[config.mk]
export PLATFORM = sky130hd
export DESIGN_NAME = pid_heater_duty
export DESIGN_NICKNAME = d
export VERILOG_FILES = /design/src/design/phd_pkg.sv /design/src/design/phd_alu.sv /design/src/design/phd_core.sv /design/src/design/pid_heater_duty.sv
export SDC_FILE = /design/constraint.sdc
export NUM_CORES = 1
export LEC_CHECK = 0
export BUFFER_PORTS_ARGS = -buffer_cell sky130_fd_sc_hd__buf_2
export CORE_MARGIN = 4
export CORE_UTILIZATION = 30
export DETAILED_ROUTE_END_ITERATION = 10
export GPL_TIMING_DRIVEN = 0
export SYNTH_ARGS = -nofsm -noshare
export SYNTH_HDL_FRONTEND = slang
export SYNTH_SLANG_ARGS = --single-unit
[constraint.sdc]
create_clock -name clk -period 12.9 [get_ports clk]
set_clock_uncertainty 0.1 [all_clocks]
set_input_delay 2.58 -clock clk [delete_from_list [all_inputs] [get_ports clk]]
set_output_delay 2.58 -clock clk [all_outputs]
set_load 0.01 [all_outputs]
[src/design/phd_pkg.sv]
// ----------------------------------------------------------------------------
// phd_pkg
// shared types, widths and constants of the pid heater duty controller
// ----------------------------------------------------------------------------
package phd_pkg;

    localparam int TEMP_W     = 14;
    localparam int GAIN_W     = 16;
    localparam int DUTY_W     = 7;
    localparam int SUM_W      = 48;
    localparam int ACC_W      = 64;
    localparam int ERR_W      = TEMP_W + 1;
    localparam int DIFF_W     = ERR_W + 1;
    localparam int MAG_W      = ERR_W;
    localparam int FRAC_W     = 12;
    localparam int QUO_W      = MAG_W + FRAC_W;
    localparam int REM_W      = GAIN_W + 1;
    localparam int DQ_W       = QUO_W + REM_W;
    localparam int DERIV_W    = QUO_W + 1;
    localparam int MUL_STEPS  = GAIN_W;
    localparam int DIV_STEPS  = QUO_W;
    localparam int CNT_W      = 5;
    localparam int CFG_IDX_W  = 2;
    localparam int DUTY_SHIFT = 24;

    localparam logic [CFG_IDX_W-1:0] REG_GAIN_PROP     = 2'd0;
    localparam logic [CFG_IDX_W-1:0] REG_GAIN_INTEG    = 2'd1;
    localparam logic [CFG_IDX_W-1:0] REG_GAIN_DERIV    = 2'd2;
    localparam logic [CFG_IDX_W-1:0] REG_SAMPLE_PERIOD = 2'd3;

    localparam logic [GAIN_W-1:0] GAIN_PROP_RST     = 16'd256;
    localparam logic [GAIN_W-1:0] GAIN_INTEG_RST    = 16'd0;
    localparam logic [GAIN_W-1:0] GAIN_DERIV_RST    = 16'd0;
    localparam logic [GAIN_W-1:0] SAMPLE_PERIOD_RST = 16'd4096;
    localparam logic [GAIN_W-1:0] PERIOD_MIN        = 16'd1;

    localparam logic signed [ACC_W-1:0] ITERM_LIMIT  = 64'sh1000_0000_0000_0000;
    localparam logic signed [ACC_W-1:0] DUTY_MAX_FIX = 64'sd1677721600;
    localparam logic [DUTY_W-1:0]       DUTY_MAX     = 7'd100;

    localparam logic [SUM_W-1:0] SUM_MAX = {1'b0, {(SUM_W-1){1'b1}}};
    localparam logic [SUM_W-1:0] SUM_MIN = {1'b1, {(SUM_W-1){1'b0}}};

    typedef enum logic {
        ALU_ADD,
        ALU_SUB
    } alu_op_t;

    typedef struct packed {
        alu_op_t          op;
        logic [ACC_W-1:0] a;
        logic [ACC_W-1:0] b;
    } alu_req_t;

    typedef struct packed {
        logic [GAIN_W-1:0] gain_prop;
        logic [GAIN_W-1:0] gain_integ;
        logic [GAIN_W-1:0] gain_deriv;
        logic [GAIN_W-1:0] period;
    } gains_t;

    typedef enum logic [3:0] {
        ST_IDLE,
        ST_ERR,
        ST_DIFF,
        ST_DABS,
        ST_DIV,
        ST_DNEG,
        ST_IPMUL,
        ST_ISUM,
        ST_IMUL,
        ST_ISAT,
        ST_PMUL,
        ST_DMUL,
        ST_CLAMP
    } phd_state_t;

endpackage

[src/design/phd_alu.sv]
// ----------------------------------------------------------------------------
// phd_alu
// shared 64-bit adder / subtractor used by the arithmetic steps of the sequencer
// ----------------------------------------------------------------------------
module phd_alu (
    input  phd_pkg::alu_req_t           req,
    output logic [phd_pkg::ACC_W-1:0]   res
);
    import phd_pkg::*;

    logic             sub;
    logic [ACC_W-1:0] b_eff;

    always_comb
    begin
        case (req.op)
            ALU_ADD: sub = 1'b0;
            ALU_SUB: sub = 1'b1;
            default: sub = 1'b0;
        endcase
    end

    assign b_eff = sub ? ~req.b : req.b;
    assign res   = req.a + b_eff + ACC_W'(sub);

endmodule

[src/design/phd_core.sv]
// ----------------------------------------------------------------------------
// phd_core
// sequencer and datapath registers: error, divider, shift-add multiplies,
// integral saturation and output clamp; the arithmetic steps use one shared adder
// ----------------------------------------------------------------------------
module phd_core (
    input  logic                          clk,
    input  logic                          rst_n,
    input  logic                          start,
    input  logic [phd_pkg::TEMP_W-1:0]    setpoint_temp,
    input  logic [phd_pkg::TEMP_W-1:0]    measured_temp,
    input  phd_pkg::gains_t               gains,
    input  logic                          out_free,
    output logic                          idle,
    output logic                          done,
    output logic [phd_pkg::DUTY_W-1:0]    duty_percent
);
    import phd_pkg::*;

    phd_state_t         state_reg, state_next;
    logic [CNT_W-1:0]   cnt_reg, cnt_next;
    logic [SUM_W-1:0]   sum_reg, sum_next;
    logic [ERR_W-1:0]   last_reg, last_next;
    logic [TEMP_W-1:0]  sp_reg, sp_next;
    logic [TEMP_W-1:0]  pv_reg, pv_next;
    logic [ERR_W-1:0]   err_reg, err_next;
    logic [DIFF_W-1:0]  diff_reg, diff_next;
    logic [DQ_W-1:0]    dq_reg, dq_next;
    logic [DERIV_W-1:0] deriv_reg, deriv_next;
    logic [ACC_W-1:0]   acc_reg, acc_next;
    logic [ACC_W-1:0]   mcand_reg, mcand_next;
    logic [GAIN_W-1:0]  mplier_reg, mplier_next;

    alu_req_t           alu_req;
    logic [ACC_W-1:0]   alu_res;

    logic               last_mul;
    logic               last_div;
    logic [DQ_W-1:0]    dq_shift;
    logic [ACC_W-1:0]   err_ext;
    logic [ACC_W-1:0]   diff_ext;
    logic [ACC_W-1:0]   p_operand;
    logic [ACC_W-1:0]   d_operand;
    logic [SUM_W-1:0]   sum_sat;
    logic               sum_ovf;

    phd_alu u_alu (
        .req (alu_req),
        .res (alu_res)
    );

    assign last_mul  = (cnt_reg == CNT_W'(MUL_STEPS - 1));
    assign last_div  = (cnt_reg == CNT_W'(DIV_STEPS - 1));
    assign dq_shift  = {dq_reg[DQ_W-2:0], 1'b0};
    assign err_ext   = {{(ACC_W-ERR_W){err_reg[ERR_W-1]}}, err_reg};
    assign diff_ext  = {{(ACC_W-DIFF_W){diff_reg[DIFF_W-1]}}, diff_reg};
    assign p_operand = {{(ACC_W-ERR_W-FRAC_W){err_reg[ERR_W-1]}}, err_reg, {FRAC_W{1'b0}}};
    assign d_operand = {{(ACC_W-DERIV_W-FRAC_W){deriv_reg[DERIV_W-1]}}, deriv_reg,
                        {FRAC_W{1'b0}}};

    // integral overflow: upper bits of the wide sum disagree with the sign
    assign sum_ovf = !((&alu_res[ACC_W-1:SUM_W-1]) || !(|alu_res[ACC_W-1:SUM_W-1]));
    assign sum_sat = sum_ovf ? (alu_res[ACC_W-1] ? SUM_MIN : SUM_MAX) : alu_res[SUM_W-1:0];

    assign idle = (state_reg == ST_IDLE);

    always_comb
    begin
        if ($signed(acc_reg) < 0)
        begin
            duty_percent = '0;
        end
        else if ($signed(acc_reg) > DUTY_MAX_FIX)
        begin
            duty_percent = DUTY_MAX;
        end
        else
        begin
            duty_percent = acc_reg[DUTY_SHIFT+DUTY_W-1:DUTY_SHIFT];
        end
    end

    // next state
    always_comb
    begin
        state_next = state_reg;
        case (state_reg)
            ST_IDLE:  if (start) state_next = ST_ERR;
            ST_ERR:   state_next = ST_DIFF;
            ST_DIFF:  state_next = ST_DABS;
            ST_DABS:  state_next = ST_DIV;
            ST_DIV:   if (last_div) state_next = ST_DNEG;
            ST_DNEG:  state_next = ST_IPMUL;
            ST_IPMUL: if (last_mul) state_next = ST_ISUM;
            ST_ISUM:  state_next = ST_IMUL;
            ST_IMUL:  if (last_mul) state_next = ST_ISAT;
            ST_ISAT:  state_next = ST_PMUL;
            ST_PMUL:  if (last_mul) state_next = ST_DMUL;
            ST_DMUL:  if (last_mul) state_next = ST_CLAMP;
            ST_CLAMP: if (out_free) state_next = ST_IDLE;
            default:  state_next = ST_IDLE;
        endcase
    end

    // datapath and outputs
    always_comb
    begin
        cnt_next    = cnt_reg;
        sum_next    = sum_reg;
        last_next   = last_reg;
        sp_next     = sp_reg;
        pv_next     = pv_reg;
        err_next    = err_reg;
        diff_next   = diff_reg;
        dq_next     = dq_reg;
        deriv_next  = deriv_reg;
        acc_next    = acc_reg;
        mcand_next  = mcand_reg;
        mplier_next = mplier_reg;
        alu_req     = '{op: ALU_ADD, a: '0, b: '0};
        done        = 1'b0;

        case (state_reg)
            ST_IDLE:
            begin
                if (start)
                begin
                    sp_next = setpoint_temp;
                    pv_next = measured_temp;
                end
            end
            ST_ERR:
            begin
                alu_req  = '{op: ALU_SUB, a: ACC_W'(sp_reg), b: ACC_W'(pv_reg)};
                err_next = alu_res[ERR_W-1:0];
            end
            ST_DIFF:
            begin
                alu_req   = '{op: ALU_SUB, a: err_ext,
                              b: {{(ACC_W-ERR_W){last_reg[ERR_W-1]}}, last_reg}};
                diff_next = alu_res[DIFF_W-1:0];
            end
            ST_DABS:
            begin
                if (diff_reg[DIFF_W-1])
                begin
                    alu_req = '{op: ALU_SUB, a: '0, b: diff_ext};
                end
                else
                begin
                    alu_req = '{op: ALU_ADD, a: diff_ext, b: '0};
                end
                dq_next  = {{REM_W{1'b0}}, alu_res[MAG_W-1:0], {FRAC_W{1'b0}}};
                cnt_next = '0;
            end
            ST_DIV:
            begin
                // restoring division, one quotient bit a cycle
                alu_req = '{op: ALU_SUB, a: ACC_W'(dq_shift[DQ_W-1:QUO_W]),
                            b: ACC_W'(gains.period)};
                if (alu_res[ACC_W-1])
                begin
                    dq_next = dq_shift;
                end
                else
                begin
                    dq_next = {alu_res[REM_W-1:0], dq_shift[QUO_W-1:1], 1'b1};
                end
                cnt_next = cnt_reg + 1'b1;
            end
            ST_DNEG:
            begin
                if (diff_reg[DIFF_W-1])
                begin
                    alu_req = '{op: ALU_SUB, a: '0, b: ACC_W'(dq_reg[QUO_W-1:0])};
                end
                else
                begin
                    alu_req = '{op: ALU_ADD, a: ACC_W'(dq_reg[QUO_W-1:0]), b: '0};
                end
                deriv_next  = alu_res[DERIV_W-1:0];
                acc_next    = '0;
                mcand_next  = err_ext;
                mplier_next = gains.period;
                cnt_next    = '0;
            end
            ST_IPMUL, ST_IMUL, ST_PMUL, ST_DMUL:
            begin
                // shift-add multiply, one multiplier bit a cycle
                alu_req     = '{op: ALU_ADD, a: acc_reg,
                                b: mplier_reg[0] ? mcand_reg : '0};
                acc_next    = alu_res;
                mcand_next  = {mcand_reg[ACC_W-2:0], 1'b0};
                mplier_next = {1'b0, mplier_reg[GAIN_W-1:1]};
                cnt_next    = cnt_reg + 1'b1;
                if (last_mul && state_reg == ST_PMUL)
                begin
                    mcand_next  = d_operand;
                    mplier_next = gains.gain_deriv;
                    cnt_next    = '0;
                end
            end
            ST_ISUM:
            begin
                alu_req     = '{op: ALU_ADD,
                                a: {{(ACC_W-SUM_W){sum_reg[SUM_W-1]}}, sum_reg},
                                b: acc_reg};
                sum_next    = sum_sat;
                acc_next    = '0;
                mcand_next  = {{(ACC_W-SUM_W){sum_sat[SUM_W-1]}}, sum_sat};
                mplier_next = gains.gain_integ;
                cnt_next    = '0;
            end
            ST_ISAT:
            begin
                if ($signed(acc_reg) > ITERM_LIMIT)
                begin
                    acc_next = ITERM_LIMIT;
                end
                else if ($signed(acc_reg) < -ITERM_LIMIT)
                begin
                    acc_next = -ITERM_LIMIT;
                end
                mcand_next  = p_operand;
                mplier_next = gains.gain_prop;
                cnt_next    = '0;
            end
            ST_CLAMP:
            begin
                if (out_free)
                begin
                    done      = 1'b1;
                    last_next = err_reg;
                end
            end
            default:
            begin
                done = 1'b0;
            end
        endcase
    end

    always_ff @(posedge clk or negedge rst_n)
    begin
        if (!rst_n)
        begin
            state_reg <= ST_IDLE;
            cnt_reg   <= '0;
            sum_reg   <= '0;
            last_reg  <= '0;
        end
        else
        begin
            state_reg <= state_next;
            cnt_reg   <= cnt_next;
            sum_reg   <= sum_next;
            last_reg  <= last_next;
        end
    end

    always_ff @(posedge clk)
    begin
        sp_reg     <= sp_next;
        pv_reg     <= pv_next;
        err_reg    <= err_next;
        diff_reg   <= diff_next;
        dq_reg     <= dq_next;
        deriv_reg  <= deriv_next;
        acc_reg    <= acc_next;
        mcand_reg  <= mcand_next;
        mplier_reg <= mplier_next;
    end

endmodule

[src/design/pid_heater_duty.sv]
// ----------------------------------------------------------------------------
// pid_heater_duty
// pid heater controller with a 0..100 percent output clamp
// ----------------------------------------------------------------------------
// a new sample is taken only while the sequencer is idle, after the last is through
// steps of the sequencer, most on the single shared 64-bit adder:
//   27 quotient bits, four 16-bit multiplies and seven single steps
// a stalled result holds the sequencer in its last step
// reset: gains and sample period to defaults, integral and last error cleared
// ----------------------------------------------------------------------------
module pid_heater_duty (
    input  logic                              clk,
    input  logic                              rst_n,
    input  logic                              s_tvalid,
    output logic                              s_tready,
    input  logic [31:0]                       s_tdata,   // setpoint_temp, measured_temp
    output logic                              m_tvalid,
    input  logic                              m_tready,
    output logic [7:0]                        m_tdata,   // duty_percent
    input  logic                              cfg_valid,
    output logic                              cfg_ready,
    input  logic [phd_pkg::CFG_IDX_W-1:0]     cfg_index,
    input  logic [phd_pkg::GAIN_W-1:0]        cfg_data
);
    import phd_pkg::*;

    logic [GAIN_W-1:0] gain_prop_reg, gain_prop_next;
    logic [GAIN_W-1:0] gain_integ_reg, gain_integ_next;
    logic [GAIN_W-1:0] gain_deriv_reg, gain_deriv_next;
    logic [GAIN_W-1:0] period_reg, period_next;
    logic              m_tvalid_reg, m_tvalid_next;
    logic [DUTY_W-1:0] duty_reg, duty_next;

    gains_t            gains;
    logic              core_idle;
    logic              core_done;
    logic [DUTY_W-1:0] core_duty;
    logic              out_free;
    logic              start;

    assign cfg_ready = 1'b1;
    assign s_tready  = core_idle;
    assign start     = s_tvalid && s_tready;
    assign out_free  = !m_tvalid_reg || m_tready;
    assign m_tvalid  = m_tvalid_reg;
    assign m_tdata   = {1'b0, duty_reg};

    // a zero period is taken as one tick
    assign gains = '{gain_prop:  gain_prop_reg,
                     gain_integ: gain_integ_reg,
                     gain_deriv: gain_deriv_reg,
                     period:     (period_reg == '0) ? PERIOD_MIN : period_reg};

    phd_core u_core (
        .clk           (clk),
        .rst_n         (rst_n),
        .start         (start),
        .setpoint_temp (s_tdata[TEMP_W-1:0]),
        .measured_temp (s_tdata[2*TEMP_W-1:TEMP_W]),
        .gains         (gains),
        .out_free      (out_free),
        .idle          (core_idle),
        .done          (core_done),
        .duty_percent  (core_duty)
    );

    always_comb
    begin
        gain_prop_next  = gain_prop_reg;
        gain_integ_next = gain_integ_reg;
        gain_deriv_next = gain_deriv_reg;
        period_next     = period_reg;
        if (cfg_valid && cfg_ready)
        begin
            case (cfg_index)
                REG_GAIN_PROP:     gain_prop_next  = cfg_data;
                REG_GAIN_INTEG:    gain_integ_next = cfg_data;
                REG_GAIN_DERIV:    gain_deriv_next = cfg_data;
                REG_SAMPLE_PERIOD: period_next     = cfg_data;
                default:           period_next     = period_reg;
            endcase
        end
    end

    always_comb
    begin
        m_tvalid_next = m_tvalid_reg;
        duty_next     = duty_reg;
        if (core_done)
        begin
            m_tvalid_next = 1'b1;
            duty_next     = core_duty;
        end
        else if (m_tready)
        begin
            m_tvalid_next = 1'b0;
        end
    end

    always_ff @(posedge clk or negedge rst_n)
    begin
        if (!rst_n)
        begin
            gain_prop_reg  <= GAIN_PROP_RST;
            gain_integ_reg <= GAIN_INTEG_RST;
            gain_deriv_reg <= GAIN_DERIV_RST;
            period_reg     <= SAMPLE_PERIOD_RST;
            m_tvalid_reg   <= 1'b0;
        end
        else
        begin
            gain_prop_reg  <= gain_prop_next;
            gain_integ_reg <= gain_integ_next;
            gain_deriv_reg <= gain_deriv_next;
            period_reg     <= period_next;
            m_tvalid_reg   <= m_tvalid_next;
        end
    end

    always_ff @(posedge clk)
    begin
        duty_reg <= duty_next;
    end

endmodule
# Word-level counts from Yosys, hierarchy flattened
# Index checks and enable logic that the tools add are counted.
# totals
ff_bits	418
input_bits	55
elab_cells	115
# classes
n_addsub	3
magnitude_cmp	4
n_eq_ne	25
muxes	33
bitwise_logic	2
reduce_logical	28
# ops
cell	n
case mux 129 bit (7 select lines)	1
2-to-1 mux 64 bit	5
2-to-1 mux 129 bit	2
case mux 64 bit (4 select lines)	1
case mux 64 bit (3 select lines)	1
2-to-1 mux 48 bit	2
case mux 43 bit (2 select lines)	1
adder 64 x 1 -> 64 bit	1
adder 64 bit	1
> comparator 64 x 32 -> 1 bit (second input constant)	1
> comparator 64 x 62 -> 1 bit (second input constant)	1
< comparator 64 x 1 -> 1 bit (second input constant)	1
< comparator 64 x 61 -> 1 bit (second input constant)	1
NOT 64 bit	1
case mux 16 bit (4 select lines)	1
case mux 4 bit (13 select lines)	1
2-to-1 mux 43 bit	1
2-to-1 mux 16 bit	2
2-to-1 mux 4 bit	7
equality test 4 bit (second input constant)	5
AND reduction 17 bit	1
OR reduction 17 bit	1
equality test 4 x 3 -> 1 bit (second input constant)	4
logical NOT 16 bit	1
28 further kinds	51

# Depth between registers and ports, before layout
# depth
ltp_word	13
ltp_mapped	26
mapped_depth_nobuf	20

# Cells and area by module
# A second synthesis with hierarchy kept.
# unflattened
cells_unflattened	2246
hier_area_um2	24212.0
# modules_own_cells
module	instances	cells_each	area_per_inst_um2
phd_core	1	1436	16881.2
phd_alu	1	639	4550.6
pid_heater_duty	1	171	2780.2

# Least setup slack after synthesis
# No wires, ideal clock.
# synth_path
path_kind	register to register
startpoint	register u_core.state_reg[1]
endpoint	register u_core.mcand_reg[17], data pin
setup_time_ns	0.150
arrival_ns	5.697
setup_slack_ns	6.953
path_stages_with_launch	25
cell_sequence	dfrtp_1 -> buf_6 -> buf_4 -> nand2b_1 -> nor3_1 -> clkbuf_1 -> buf_1 -> a221oi_1 -> nand2_1 -> ha_1 -> clkbuf_1 -> nand4_1 -> nor4_1 -> o211ai_1 -> nand4_1 -> nand4_1 -> and4_1 -> or3_1 -> nor2_1 -> nand3_1 -> nor4_4 -> mux2i_4 -> buf_6 -> buf_6 -> o211ai_2
# synth_between
elab_chain_cells	13
# synth_lines
item	line_no	text
start, declared	phd_core.sv:20	phd_state_t state_reg, state_next;
start signal, assigned	phd_core.sv:254	state_reg <= state_next;
equality test 4 x 3 -> 1 bit (tied with other cells)	phd_core.sv:123	case (state_reg)
OR reduction 4 bit	phd_core.sv:123	
case mux 129 bit (7 select lines)	phd_core.sv:123	
NOT 1 bit	phd_alu.sv:16	case (req.op)
case mux 1 bit (2 select lines)	phd_alu.sv:16	
2-to-1 mux 64 bit	phd_alu.sv:23	assign b_eff = sub ? ~req.b : req.b;
adder 64 bit	phd_alu.sv:24	assign res = req.a + b_eff + ACC_W'(sub);
adder 64 x 1 -> 64 bit	phd_alu.sv:24	
OR reduction 17 bit	phd_core.sv:62	assign sum_ovf = !((&alu_res[ACC_W-1:SUM_W-1]) || !(|alu_res[ACC_W-1:SUM_W-1]));
logical NOT 1 bit	phd_core.sv:62	
logical OR 1 bit	phd_core.sv:62	
2-to-1 mux 48 bit	phd_core.sv:63	assign sum_sat = sum_ovf ? (alu_res[ACC_W-1] ? SUM_MIN : SUM_MAX) : alu_res[SUM_W-1:0];
case mux 64 bit (4 select lines) (*)	phd_core.sv:123	
named net u_core.mcand_next[17]	phd_core.sv:31	logic [ACC_W-1:0] mcand_reg, mcand_next;
end signal, assigned	phd_core.sv:270	mcand_reg <= mcand_next;
end, declared	phd_core.sv:31	
# The timed path passes the listed nets; every way through them passes the cells marked *.
# A chain may end at the register's enable or synchronous reset.

# Worst setup path after layout
# layout_path
startpoint	register u_core.state_reg[3]
endpoint	register u_core.mcand_reg[46], data pin
# The elaborated chain is that of the path after synthesis.

==> results.yml <==
status:
  status: "finished clean"
sta:
  fin_setup_tns_ns: 0
  final.period_utilization: 0.735
  slew_violations: 0
  hold_violations: 0
  rsz0062_at_grt: "false"
  slew_headroom: 0.0480
  setup_viol: 0
  worstMarginPinSlew_ns: 1.43
  clock.fmax_ghz: 0.106
  period_minus_slack_ns: 9.48
worst_setup_path:
  path_buf_inv: 6
  critPathSlowestCell: "buf_1"
  cp_cell_sequence: "clkbuf_1 -> nand2b_1 -> nor2_1 -> clkbuf_1 -> buf_1 -> buf_1 -> a221oi_1 -> nand2_1 -> ha_1 -> clkbuf_1 -> nand4_1 -> nor4_1 -> o211ai_1 -> nand4_1 -> nand4_1 -> and4_1 -> or3_1 -> nand3_1 -> nor3_2 -> and3_2 -> mux2i_4 -> clkbuf_1 -> o21ai_0"
  rrSetupSlack_ns: 3.42
  critPathKind: "reg -> reg"
  path_common_cell: "clkbuf_1"
  worst_ep_arrival_time_ns: 9.69
  r2r-end: "u_core.mcand_reg[46]$_DFFE_PP_"
  start_kind: "flip-flop"
  path_max_fanout: 10
  crit_family: "buffers and inverters"
  cp_data_required_time_ns: 13.11
  rr_worst_depth: 23
  timing.rr.start: "u_core.state_reg[3]$_DFFE_PN0P_"
  critPathMaxStageDelay_ns: 0.84
  end_kind: "flip-flop"
global_route:
  grt_util_met1: 0.302
  grt_antenna_before_repair: 4
  top_usage_layer: "met2"
  met2_usage: 0.348
  grt_pass1_wl_um: 145000
  grt_max_degree: 78
  grt_pass1_vias: 20900
  gr-total-overflow: 0
  met3_usage: 0.0520
  track_usage: 0.227
logic_synthesis:
  synthTopCellsByCount: "300 x nand2_1, 281 x edfxtp_1, 229 x nor2_1"
  synth_cells: 2442
  yosysSeqAreaShare: 0.488
  yosys.area.top_type: "edfxtp_1"
  ys_ff_latch: 418
  yosysWarnings: 0
  synthesis.area_um2: 24300
  syn_area_per_cell_um2: 9.96
  synth_area_leaders: "edfxtp_1 35%, dfrtp_1 14%, nand2_1 4.6%, a21oi_1 3.9%, nor2_1 3.5%"
  ys_types: 95
  synth-edff-count: 281
  yosysMostFrequentCell: "nand2_1"
  synth_top_area_frac: 0.347
  ys.flop_type: "edfxtp_1"
  synthArstFlopShare: 0.328
  syn_nets: 2563
route:
  antenna_left: 0
  wl_um: 101000
  drc: 0
  drt-pass1-iter-count: 7
  vias_per_cell: 6.00
  routed_wire_length_per_instance_um: 27.5
  drt_iter0_markers: 2913
  vias: 22000
die:
  pin_count: 66
  core_um2: 80400
  dieArea_um2: 85700
  die_h_um: 293
  start_util: 0.302
  rows: 104
  die_x_um: 293
min_path:
  whs_path_depth: 2
  hold_start: "u_core.last_reg[5]$_DFFE_PN0P_"
  hold_path_class: "reg -> reg"
  hold_path_end: "u_core.last_reg[5]$_DFFE_PN0P_"
cts:
  root_buffer: "clkbuf_16"
  clk_pin_slew_ns: 0.06
  cts_buffer_depth: 3
  cts_tree: "done"
  clock_sinks: 418
  post-cts-setup-buffers: 0
  clkLatencyLatePin_ns: 0.64
  hold_buffers: 0
  cts_resized: 0
  h-tree-depth: 2
  cts_buffers: 49
placed_design:
  place.gp.congestion: 0.992
  dp_hpwl_um: 75700
  port_buffers: 59
cells_and_area:
  drive_gt1_frac: 0.115
  post-route-util: 0.346
  num-fill-cells: 8328
  nNetsFinal: 2680
  area_growth_pct: 14.5
flow_run:
  max-cap-violations: 0
==> cells by family after synthesis <==
kind of cell,share of synthesized area
fa+ha+maj,0.0343
simple gates,0.153
mux,0.0434
buf+inv,0.0375
other cells,0.000309
compound gates,0.222
xor+xnor,0.0216
flops,0.488
==> layer usage <==
layer | wire (µm) | part of all wire
met1 | 40600 | 0.40
met2 | 43900 | 0.44
met3 | 10400 | 0.10
met4 | 5820 | 0.058
met5 | 0 | 0
==> through the flow <==
| step | area, µm² | cells | worst slack (ns) | hold WS (ns) |
|---|---|---|---|---|
| after CTS | 27800 | 3660 | 3.74 | 0.378 |
| after global routing | 27800 | 3660 | 3.35 | 0.391 |
| after floorplan | 24300 | 2442 | 6.95 | 0.338 |
| final | 27800 | 3663 | 3.42 | 0.381 |
| after global placement | 25900 | 3561 | 2.99 | 0.360 |
| after detailed placement | 26100 | 3568 | 3.75 | 0.363 |
==> tightest hold or removal path, stage by stage (launching register included) <==
cell,delay [ns]
dfrtp_1,0.34
nand2_1,0.05
nand2_1,0.06
==> final cells by class <==
class	count	area (µm²)	share of cell area
antenna	3	7.51	0.000270
buffer	176	734	0.0264
clock buffer	70	1430	0.0512
clock inverter	22	282	0.0101
inverter	48	183	0.00656
multi-input combinational	1800	11600	0.415
sequential	418	11900	0.426
tap	1060	1330	0.0476
timing repair buffer	66	455	0.0164
==> how the worst max path moves through the flow <==
stage / start / end / slack, ns / depth (start not counted)
after floorplan: u_core.state_reg[1]$_DFFE_PN0P_ / u_core.mcand_reg[17]$_DFFE_PP_ / 6.95 / 24
final: u_core.state_reg[3]$_DFFE_PN0P_ / u_core.mcand_reg[46]$_DFFE_PP_ / 3.42 / 23
after CTS: u_core.state_reg[3]$_DFFE_PN0P_ / u_core.mcand_reg[39]$_DFFE_PP_ / 3.74 / 23
after global placement: u_core.state_reg[0]$_DFFE_PN0P_ / u_core.mcand_reg[46]$_DFFE_PP_ / 2.99 / 23
after detailed placement: u_core.state_reg[3]$_DFFE_PN0P_ / u_core.mcand_reg[6]$_DFFE_PP_ / 3.75 / 23
after global routing: u_core.state_reg[3]$_DFFE_PN0P_ / u_core.mcand_reg[46]$_DFFE_PP_ / 3.35 / 23
==> cell usage in the layout (no fill, tap or decap), types with 19 or more instances in the layout <==
cell and count:
nand2_1 300, a221o_1 22, dfrtp_1 135, edfxtp_1 281, mux2_2 64, a21oi_1 191
nor2b_1 24, a222oi_1 30, clkbuf_16 49, buf_2 75, nor4_1 26, o211ai_1 24
nand3_1 34, nor2_1 226, nand2b_1 19, inv_1 47, ha_1 65, a221oi_1 90
o21ai_0 137, a21o_1 35, xor2_1 29, a31oi_1 32, clkbuf_1 144, a22o_1 25
a22oi_1 60, xnor2_1 29, o21ai_1 26, nor3_1 31, and3_1 19, nand4_1 39
mux2i_1 29
Power is left out: the tool's default activity adds up to more than one toggle a clock period on the data nets, which glitch-free logic cannot reach.
